[config.mk]
export PLATFORM = sky130hd
export DESIGN_NAME = debug_packet_deframer_top
export DESIGN_NICKNAME = d
export VERILOG_FILES = /design/src/sv/dpd_pkg.sv /design/src/sv/dpd_front.sv /design/src/sv/dpd_queue.sv /design/src/sv/dpd_back.sv /design/src/sv/debug_packet_deframer_top.sv
export SDC_FILE = /design/constraint.sdc
export NUM_CORES = 1
export LEC_CHECK = 0
export BUFFER_PORTS_ARGS = -buffer_cell sky130_fd_sc_hd__buf_4
export CORE_MARGIN = 4
export CORE_UTILIZATION = 40
export DETAILED_ROUTE_END_ITERATION = 10
export PLACE_DENSITY = 0.63
export SLEW_MARGIN = 20
export SYNTH_ARGS = -nofsm -noshare
export SYNTH_HDL_FRONTEND = slang
export SYNTH_SLANG_ARGS = --single-unit
[constraint.sdc]
create_clock -name i_clk -period 9 [get_ports i_clk]
set_input_delay 0.45 -clock i_clk [delete_from_list [all_inputs] [get_ports i_clk]]
set_output_delay 0.45 -clock i_clk [all_outputs]
set_load 0.005 [all_outputs]
[src/sv/dpd_pkg.sv]
// Shared types and constants for the debug packet deframer.
// No dependencies; imported by every module of the block.
package dpd_pkg;

    localparam logic [7:0] CH_START = 8'h24;
    localparam logic [7:0] CH_END   = 8'h23;
    localparam logic [7:0] CH_INTR  = 8'h03;
    localparam logic [7:0] CH_ACK   = 8'h2B;
    localparam logic [7:0] CH_NAK   = 8'h2D;

    localparam int unsigned LEN_W     = 11;
    localparam int unsigned QDEPTH    = 4;
    localparam int unsigned QPTR_W    = $clog2(QDEPTH);
    localparam int unsigned QCNT_W    = $clog2(QDEPTH + 1);

    typedef enum logic [2:0] {
        KIND_BODY   = 3'd0,
        KIND_ACCEPT = 3'd1,
        KIND_BAD    = 3'd2,
        KIND_INTR   = 3'd3,
        KIND_DROP   = 3'd4
    } t_kind;

    typedef enum logic [1:0] {
        ACK_NONE  = 2'd0,
        ACK_PLUS  = 2'd1,
        ACK_MINUS = 2'd2
    } t_ack;

    typedef struct packed {
        t_kind             kind;
        logic [7:0]        body_byte;
        logic [LEN_W-1:0]  body_length;
    } t_evt;

    typedef struct packed {
        logic valid;
        t_evt evt;
    } t_qhead;

endpackage

[src/sv/dpd_front.sv]
// Front end: accepts received bytes, tracks the packet parse phase and
// classifies received bytes into events for the queue. Depends on dpd_pkg.
module dpd_front
    import dpd_pkg::*;
#(
    parameter int unsigned BUFFER_BYTES = 1200
) (
    input  logic       i_clk,
    input  logic       i_rst_n,
    input  logic       i_valid,
    input  logic [7:0] i_byte,
    input  logic       i_space,
    output logic       o_ready,
    output logic       o_push,
    output t_evt       o_evt
);

    typedef enum logic [3:0] {
        PH_WAIT = 4'b0001,
        PH_BODY = 4'b0010,
        PH_HI   = 4'b0100,
        PH_LO   = 4'b1000
    } t_phase;

    localparam logic [LEN_W:0] LIMIT = (LEN_W + 1)'(BUFFER_BYTES);

    function automatic logic [4:0] hex_digit(input logic [7:0] c);
        logic [4:0] res;
        res = 5'b0_0000;
        if (c >= 8'h30 && c <= 8'h39) begin
            res = {1'b1, 4'(c - 8'h30)};
        end else if (c >= 8'h61 && c <= 8'h66) begin
            res = {1'b1, 4'(c - 8'h57)};
        end else if (c >= 8'h41 && c <= 8'h46) begin
            res = {1'b1, 4'(c - 8'h37)};
        end
        return res;
    endfunction

    t_phase           r_phase, n_phase;
    logic [7:0]       r_sum, n_sum;
    logic [LEN_W-1:0] r_count, n_count;
    logic [7:0]       r_expected, n_expected;
    logic             w_take;
    logic [4:0]       w_digit;
    logic [LEN_W:0]   w_count_inc;

    assign o_ready     = i_space;
    assign w_take      = i_valid && i_space;
    assign w_digit     = hex_digit(i_byte);
    assign w_count_inc = {1'b0, r_count} + (LEN_W + 1)'(1);

    always_comb begin
        n_phase    = r_phase;
        n_sum      = r_sum;
        n_count    = r_count;
        n_expected = r_expected;
        o_push     = 1'b0;
        o_evt      = '{kind: KIND_BODY, body_byte: 8'h00, body_length: '0};
        if (w_take) begin
            unique case (r_phase)
                PH_WAIT: begin
                    if (i_byte == CH_START) begin
                        n_phase = PH_BODY;
                        n_sum   = 8'h00;
                        n_count = '0;
                    end else if (i_byte == CH_INTR) begin
                        o_push     = 1'b1;
                        o_evt.kind = KIND_INTR;
                    end
                end
                PH_BODY: begin
                    if (i_byte == CH_END) begin
                        n_phase = PH_HI;
                    end else if (w_count_inc < LIMIT) begin
                        n_count         = w_count_inc[LEN_W-1:0];
                        n_sum           = r_sum + i_byte;
                        o_push          = 1'b1;
                        o_evt.body_byte = i_byte;
                    end else begin
                        n_phase    = PH_WAIT;
                        o_push     = 1'b1;
                        o_evt.kind = KIND_DROP;
                    end
                end
                PH_HI: begin
                    n_expected = w_digit[4] ? {w_digit[3:0], 4'h0} : 8'hF0;
                    n_phase    = PH_LO;
                end
                PH_LO: begin
                    n_expected        = w_digit[4] ? (r_expected | {4'h0, w_digit[3:0]})
                                                   : 8'hFF;
                    n_phase           = PH_WAIT;
                    o_push            = 1'b1;
                    o_evt.kind        = (n_expected == r_sum) ? KIND_ACCEPT : KIND_BAD;
                    o_evt.body_length = r_count;
                end
                default: begin
                    n_phase = PH_WAIT;
                end
            endcase
        end
    end

    always_ff @(posedge i_clk) begin
        if (!i_rst_n) begin
            r_phase    <= PH_WAIT;
            r_sum      <= 8'h00;
            r_count    <= '0;
            r_expected <= 8'h00;
        end else begin
            r_phase    <= n_phase;
            r_sum      <= n_sum;
            r_count    <= n_count;
            r_expected <= n_expected;
        end
    end

    a_push_needs_take: assert property (@(posedge i_clk) disable iff (!i_rst_n)
        o_push |-> w_take)
        else $error("event pushed without an accepted byte");

    a_phase_onehot: assert property (@(posedge i_clk) disable iff (!i_rst_n)
        $onehot(r_phase))
        else $error("parse phase lost one-hot encoding");

    a_count_limit: assert property (@(posedge i_clk) disable iff (!i_rst_n)
        {1'b0, r_count} < LIMIT)
        else $error("body count reached the buffer limit");

endmodule

[src/sv/dpd_queue.sv]
// Short event queue between the front end and the output stage.
// Depends on dpd_pkg for the event type and depth.
module dpd_queue
    import dpd_pkg::*;
(
    input  logic   i_clk,
    input  logic   i_rst_n,
    input  logic   i_push,
    input  t_evt   i_evt,
    input  logic   i_pop,
    output logic   o_space,
    output t_qhead o_head
);

    t_evt              r_mem [QDEPTH];
    logic [QPTR_W-1:0] r_wr_ptr, n_wr_ptr;
    logic [QPTR_W-1:0] r_rd_ptr, n_rd_ptr;
    logic [QCNT_W-1:0] r_count, n_count;

    assign o_space    = (r_count != QCNT_W'(QDEPTH));
    assign o_head     = '{valid: (r_count != '0), evt: r_mem[r_rd_ptr]};

    always_comb begin
        n_wr_ptr = i_push ? r_wr_ptr + QPTR_W'(1) : r_wr_ptr;
        n_rd_ptr = i_pop  ? r_rd_ptr + QPTR_W'(1) : r_rd_ptr;
        n_count  = r_count + QCNT_W'(i_push) - QCNT_W'(i_pop);
    end

    always_ff @(posedge i_clk) begin
        if (i_push) begin
            r_mem[r_wr_ptr] <= i_evt;
        end
    end

    always_ff @(posedge i_clk) begin
        if (!i_rst_n) begin
            r_wr_ptr <= '0;
            r_rd_ptr <= '0;
            r_count  <= '0;
        end else begin
            r_wr_ptr <= n_wr_ptr;
            r_rd_ptr <= n_rd_ptr;
            r_count  <= n_count;
        end
    end

    a_no_overflow: assert property (@(posedge i_clk) disable iff (!i_rst_n)
        i_push |-> o_space)
        else $error("push into full queue");

    a_no_underflow: assert property (@(posedge i_clk) disable iff (!i_rst_n)
        i_pop |-> o_head.valid)
        else $error("pop from empty queue");

endmodule

[src/sv/dpd_back.sv]
// Output stage: pops queued events, forms the acknowledgement request and
// holds the result in the output register. Depends on dpd_pkg.
module dpd_back
    import dpd_pkg::*;
(
    input  logic        i_clk,
    input  logic        i_rst_n,
    input  logic        i_ack_disabled,
    input  t_qhead      i_head,
    output logic        o_pop,
    output logic        o_valid,
    input  logic        i_ready,
    output logic [2:0]  o_kind,
    output logic [7:0]  o_byte,
    output logic [LEN_W-1:0] o_length,
    output logic [1:0]  o_ack
);

    logic             r_valid;
    t_kind            r_kind;
    logic [7:0]       r_byte;
    logic [LEN_W-1:0] r_length;
    t_ack             r_ack, n_ack;

    assign o_pop    = i_head.valid && (!r_valid || i_ready);
    assign o_valid  = r_valid;
    assign o_kind   = r_kind;
    assign o_byte   = r_byte;
    assign o_length = r_length;
    assign o_ack    = r_ack;

    always_comb begin
        n_ack = ACK_NONE;
        if (!i_ack_disabled) begin
            if (i_head.evt.kind == KIND_ACCEPT) begin
                n_ack = ACK_PLUS;
            end else if (i_head.evt.kind == KIND_BAD) begin
                n_ack = ACK_MINUS;
            end
        end
    end

    always_ff @(posedge i_clk) begin
        if (!i_rst_n) begin
            r_valid <= 1'b0;
        end else if (o_pop) begin
            r_valid <= 1'b1;
        end else if (i_ready) begin
            r_valid <= 1'b0;
        end
    end

    always_ff @(posedge i_clk) begin
        if (o_pop) begin
            r_kind   <= i_head.evt.kind;
            r_byte   <= i_head.evt.body_byte;
            r_length <= i_head.evt.body_length;
            r_ack    <= n_ack;
        end
    end

    a_ack_only_on_verdict: assert property (@(posedge i_clk) disable iff (!i_rst_n)
        (r_valid && r_ack != ACK_NONE) |-> (r_kind == KIND_ACCEPT || r_kind == KIND_BAD))
        else $error("acknowledgement request on a non-verdict event");

endmodule

[src/sv/debug_packet_deframer_top.sv]
// An event from a byte transfer passes the event queue, then the output register.
// Throughput: one byte per cycle; the front end stalls only when the four-entry
// event queue is full, which happens only after m_axis_tready has been held low.
// Reset: i_rst_n is synchronous, active low; it returns the parser to waiting for
// '$', empties the queue and output register, and clears ack_disabled.
module debug_packet_deframer_top
    import dpd_pkg::*;
#(
    parameter int unsigned BUFFER_BYTES = 1200
) (
    input  logic        i_clk,
    input  logic        i_rst_n,
    input  logic        i_cfg_wr_en,
    input  logic        i_cfg_wr_data,
    input  logic [7:0]  s_axis_tdata,   // rx_byte[7:0]
    input  logic        s_axis_tvalid,
    output logic        s_axis_tready,
    output logic [23:0] m_axis_tdata,   // body_byte[7:0], body_length[18:8],
                                        // ack_request[20:19], zero[23:21]
    output logic [2:0]  m_axis_tuser,   // event_kind[2:0]
    output logic        m_axis_tvalid,
    input  logic        m_axis_tready
);

    logic             r_ack_disabled;
    logic             w_space;
    logic             w_push;
    t_evt             w_evt;
    logic             w_pop;
    t_qhead           w_head;
    logic [7:0]       w_byte;
    logic [LEN_W-1:0] w_length;
    logic [1:0]       w_ack;

    always_ff @(posedge i_clk) begin
        if (!i_rst_n) begin
            r_ack_disabled <= 1'b0;
        end else if (i_cfg_wr_en) begin
            r_ack_disabled <= i_cfg_wr_data;
        end
    end

    dpd_front #(
        .BUFFER_BYTES(BUFFER_BYTES)
    ) u_front (
        .i_clk   (i_clk),
        .i_rst_n (i_rst_n),
        .i_valid (s_axis_tvalid),
        .i_byte  (s_axis_tdata),
        .i_space (w_space),
        .o_ready (s_axis_tready),
        .o_push  (w_push),
        .o_evt   (w_evt)
    );

    dpd_queue u_queue (
        .i_clk   (i_clk),
        .i_rst_n (i_rst_n),
        .i_push  (w_push),
        .i_evt   (w_evt),
        .i_pop   (w_pop),
        .o_space (w_space),
        .o_head  (w_head)
    );

    dpd_back u_back (
        .i_clk          (i_clk),
        .i_rst_n        (i_rst_n),
        .i_ack_disabled (r_ack_disabled),
        .i_head         (w_head),
        .o_pop          (w_pop),
        .o_valid        (m_axis_tvalid),
        .i_ready        (m_axis_tready),
        .o_kind         (m_axis_tuser),
        .o_byte         (w_byte),
        .o_length       (w_length),
        .o_ack          (w_ack)
    );

    assign m_axis_tdata = {3'b000, w_ack, w_length, w_byte};

endmodule

==> results.md <==
- Resized Gates After CTS: 0
- RSZ-0062 raised after global routing: no
- IO Pins: 43
- Critical Path Stages: 7
- Hold Crit Class: input port to register
- Post-CTS Hold Buffers: 0
- Clock Latency Late Sink: between 0.4 and 0.5 ns
- First-pass GRT wire length: 24,500 um
- H-Tree Depth: 4
- Ys Warns: 0
- Worst-margin pin slew: 1.06 ns
- Synth top area share: 47.5%
- CP Capture Type: register
- DR pass1 iterations: 5
- Largest net degree at the start of global routing: 28
- Buffer and inverter count on the worst path: 0
- Initial antenna violation count: 0
- MaxCap Viol Count: 0
- Vias per cell: ~5.6
- Final antenna diode count: 0
- Core ar.: roughly 17,000 um^2
- Period minus WS final: roughly 3.0 ns
- R2R cell count: 7
- Cell Area, Synth: between 7000 and 8000 um^2
- CP arrival: 3.32 ns
- Max Fclk: 0.336 GHz
- Worst slew margin: between 20% and 30%
- GRT Resource Usage Total: roughly 16%
- Delay of the slowest critical-path stage: 0.64 ns
- Sink Count: 154
- Dominant cells by area after synthesis: edfxtp_1, dfxtp_1, mux4_2
- Number of global-route vias before repair: 4,591
- Share of the yosys chip area belonging to registers: 59.4%
- Clock buffer depth: 2
- DRC Markers: 0
- CP delay by family, top: compound AO/OA/AOI/OAI gates
- Crit path cell chain: nand2b_4 -> or3_1 -> a21oi_2 -> nand3_1 -> a211o_1 -> a2111o_1 -> a31oi_1
- Rows: 48
- Layout Cells excl Fill: between 800 and 900
- Antenna-violating nets left: 0
- WHS Path Cells: 3
- Share of cells above drive strength 1: roughly a fifth
- Area growth from synthesis to layout: 14.4%
- Gp weighted congestion: 0.802
- PortBufs: 39
- Iteration-0 DRC Markers: 386
- CTS root buf: clkbuf_16
- Total Wirelength: around 15,000 um
- Mapped Avg Cell Area: roughly 13 um^2
- Worst setup endpoint: u_front.r_sum[7]
- Critical path class: register to register
- Count of nets after finishing: between 600 and 700
- CP max-delay cell: a211o_1
- Worst r2r dst: u_front.r_sum[7]
- Starting density of the core: 40.9%
- Worst r2r src: u_front.r_phase[1]
- Post-CTS Setup Repair Bufs: 0
- TritonCTS Buffers: 17
- Startpoint Class: register
- Clock Skew: 0.00698 ns
- Die Wd: between 100 and 150 um
- Worst R2R Setup Slack: ~6.0 ns
- GR Overflow Total: 0
- Final Cycle Share: 33.0%
- Number of flops mapped to enable cells by yosys: around 110
- Synth area leader: edfxtp_1
- Final hold violation count: 0
- Placed cells: about 800
- Cell count after synthesis: 545
- Routed via count: 4,538
- CTS tree: done
- Crit-path max FO: 27
- Final Power: 1.87 mW
- Worst setup startpoint: u_front.r_phase[1]
- Asr flop ratio synth: 0%
- Post-DP HPWL: 9920 um
- Die Ht: 141 um
- Slew Viols, Final: 0
- Post-route setup TNS: 0 ns
- Synth Flop Type: edfxtp_1
- Die ar.: 19,900 um^2
- Final setup vio count: 0
- Outcome: complete, no violations
- Clk slew on worst S/H paths: 0.06 ns
- Post-synth cell types: a little under 70
- Flops & latches, synth: 154
- CP required: slightly above 9 ns
- Drt wl/cell: 18.1 um
- Worst vdd ir: roughly 0.00013 V
- Pwr dens: between 200 and 250 nW/um^2
- Static Leak: around 2.7 nW
## cells in the mapped netlist, types with 3 or more instances
cell type	number
a22oi_1	4
a21o_1	4
buf_2	7
nor4b_1	6
nor3_1	19
xor2_1	8
a211oi_1	4
nor2_1	41
a21oi_1	36
buf_4	4
o21bai_1	3
mux4_2	22
o211ai_1	8
inv_1	16
and2_1	20
o21ai_0	13
xnor2_1	9
or3_1	4
buf_6	3
nand4_1	3
nand4b_1	4
nand3_1	21
nand2_1	22
edfxtp_1	112
dfxtp_1	42
nor4_1	3
and3_1	10
mux2i_1	3
o22ai_1	9
clkbuf_1	16
ha_1	19
## area by class of cell
cell class,instances,area (um^2)
inverter,16,60.1
clock buffer,18,429
sequential,154,4210
multi-input combinational,345,2680
clock inverter,12,126
fill,1541,9200
timing repair buffer,42,315
tap,225,282
## cells in the final DEF, fill, tap and decap left out, types with 4 or more instances in the layout
cell / synthesis / routed
edfxtp_1: 112 / 112
buf_4: 4 / 42
nor2_1: 41 / 41
dfxtp_1: 42 / 41
a21oi_1: 36 / 35
nand2_1: 22 / 22
mux4_2: 22 / 22
nand3_1: 21 / 21
ha_1: 19 / 19
nor3_1: 19 / 18
clkbuf_16: 0 / 17
inv_1: 16 / 16
and2_1: 20 / 16
o21ai_0: 13 / 13
and3_1: 10 / 10
o22ai_1: 9 / 9
xnor2_1: 9 / 9
xor2_1: 8 / 8
o211ai_1: 8 / 8
nor4b_1: 6 / 6
or3_1: 4 / 4
a211oi_1: 4 / 4
a21o_1: 4 / 4
nand4b_1: 4 / 4
and2_2: 0 / 4
a22oi_1: 4 / 4
clkinv_2: 0 / 4
## per-layer routing
| layer | global-route usage [%] | share of wire [%] | up-vias |
|---|---|---|---|
| met3 | 3.22 | 4.5 | 24 |
| met4 | 6.07 | 1.9 | 0 |
| li1 | - | - | 2147 |
| met1 | 21.1 | 44 | 2254 |
| met5 | 0 | 0 | - |
| met2 | 25.5 | 49 | 113 |
## per-stage QoR
step / utilization (%) / setup slack [ns] / area (um^2) / hold slack, ns
finish: 46.8 / 6.03 / 8090 / 0.286
global route: 46.8 / 5.80 / 8090 / 0.309
CTS: 46.8 / 5.85 / 8090 / 0.261
detailed placement: 43.5 / 5.61 / 7530 / 0.464
floorplan: - / 5.66 / 7090 / 0.436
global placement: 43.5 / 5.70 / 7530 / 0.449
## worst min-delay path, stage by stage
cell and delay [ns]:
buf_4 0.08, mux2i_1 0.06, nor2_1 0.08
## sequential cells by signal, indices dropped and copies added, names as in the netlist, named ones only
| register | count |
|---|---|
| u_queue.r_mem | 88 |
| u_back.o_length | 11 |
| u_front.r_count | 11 |
| u_back.o_byte | 8 |
| u_front.r_expected | 8 |
| u_front.r_sum | 8 |
| u_front.r_phase | 4 |
| u_back.o_kind | 3 |
| u_queue.r_count | 3 |
| u_back.o_ack | 2 |
| u_queue.r_rd_ptr | 2 |
| u_queue.r_wr_ptr | 2 |
| r_ack_disabled | 1 |
| u_back.o_valid | 1 |
## worst min-delay path by stage
stage                                      from               endpoint  slack, ns
after floorplan           u_front.r_expected[3]  u_front.r_expected[3]       0.44
after detailed placement  u_front.r_expected[3]  u_front.r_expected[3]       0.46
final                             i_cfg_wr_data         r_ack_disabled       0.29
after global routing              i_cfg_wr_data         r_ack_disabled       0.31
after CTS                         i_cfg_wr_data         r_ack_disabled       0.26
after global placement    u_front.r_expected[3]  u_front.r_expected[3]       0.45
## cell families after synthesis
family,synth area share (%)
simple gates,13.2
compound gates,10.7
fa+ha+maj,3.92
mux,7.42
buf+inv,3.20
xor+xnor,2.10
other cells,0.0530
flops,59.4
## power breakdown
part	internal (mW)	total [mW]	switching, mW
Combinational	0.169	0.313	0.144
Clock	0.404	0.673	0.269
Sequential	0.849	0.886	0.0373
Total	1.42	1.87	0.450
(Power assumes the default switching activity.)
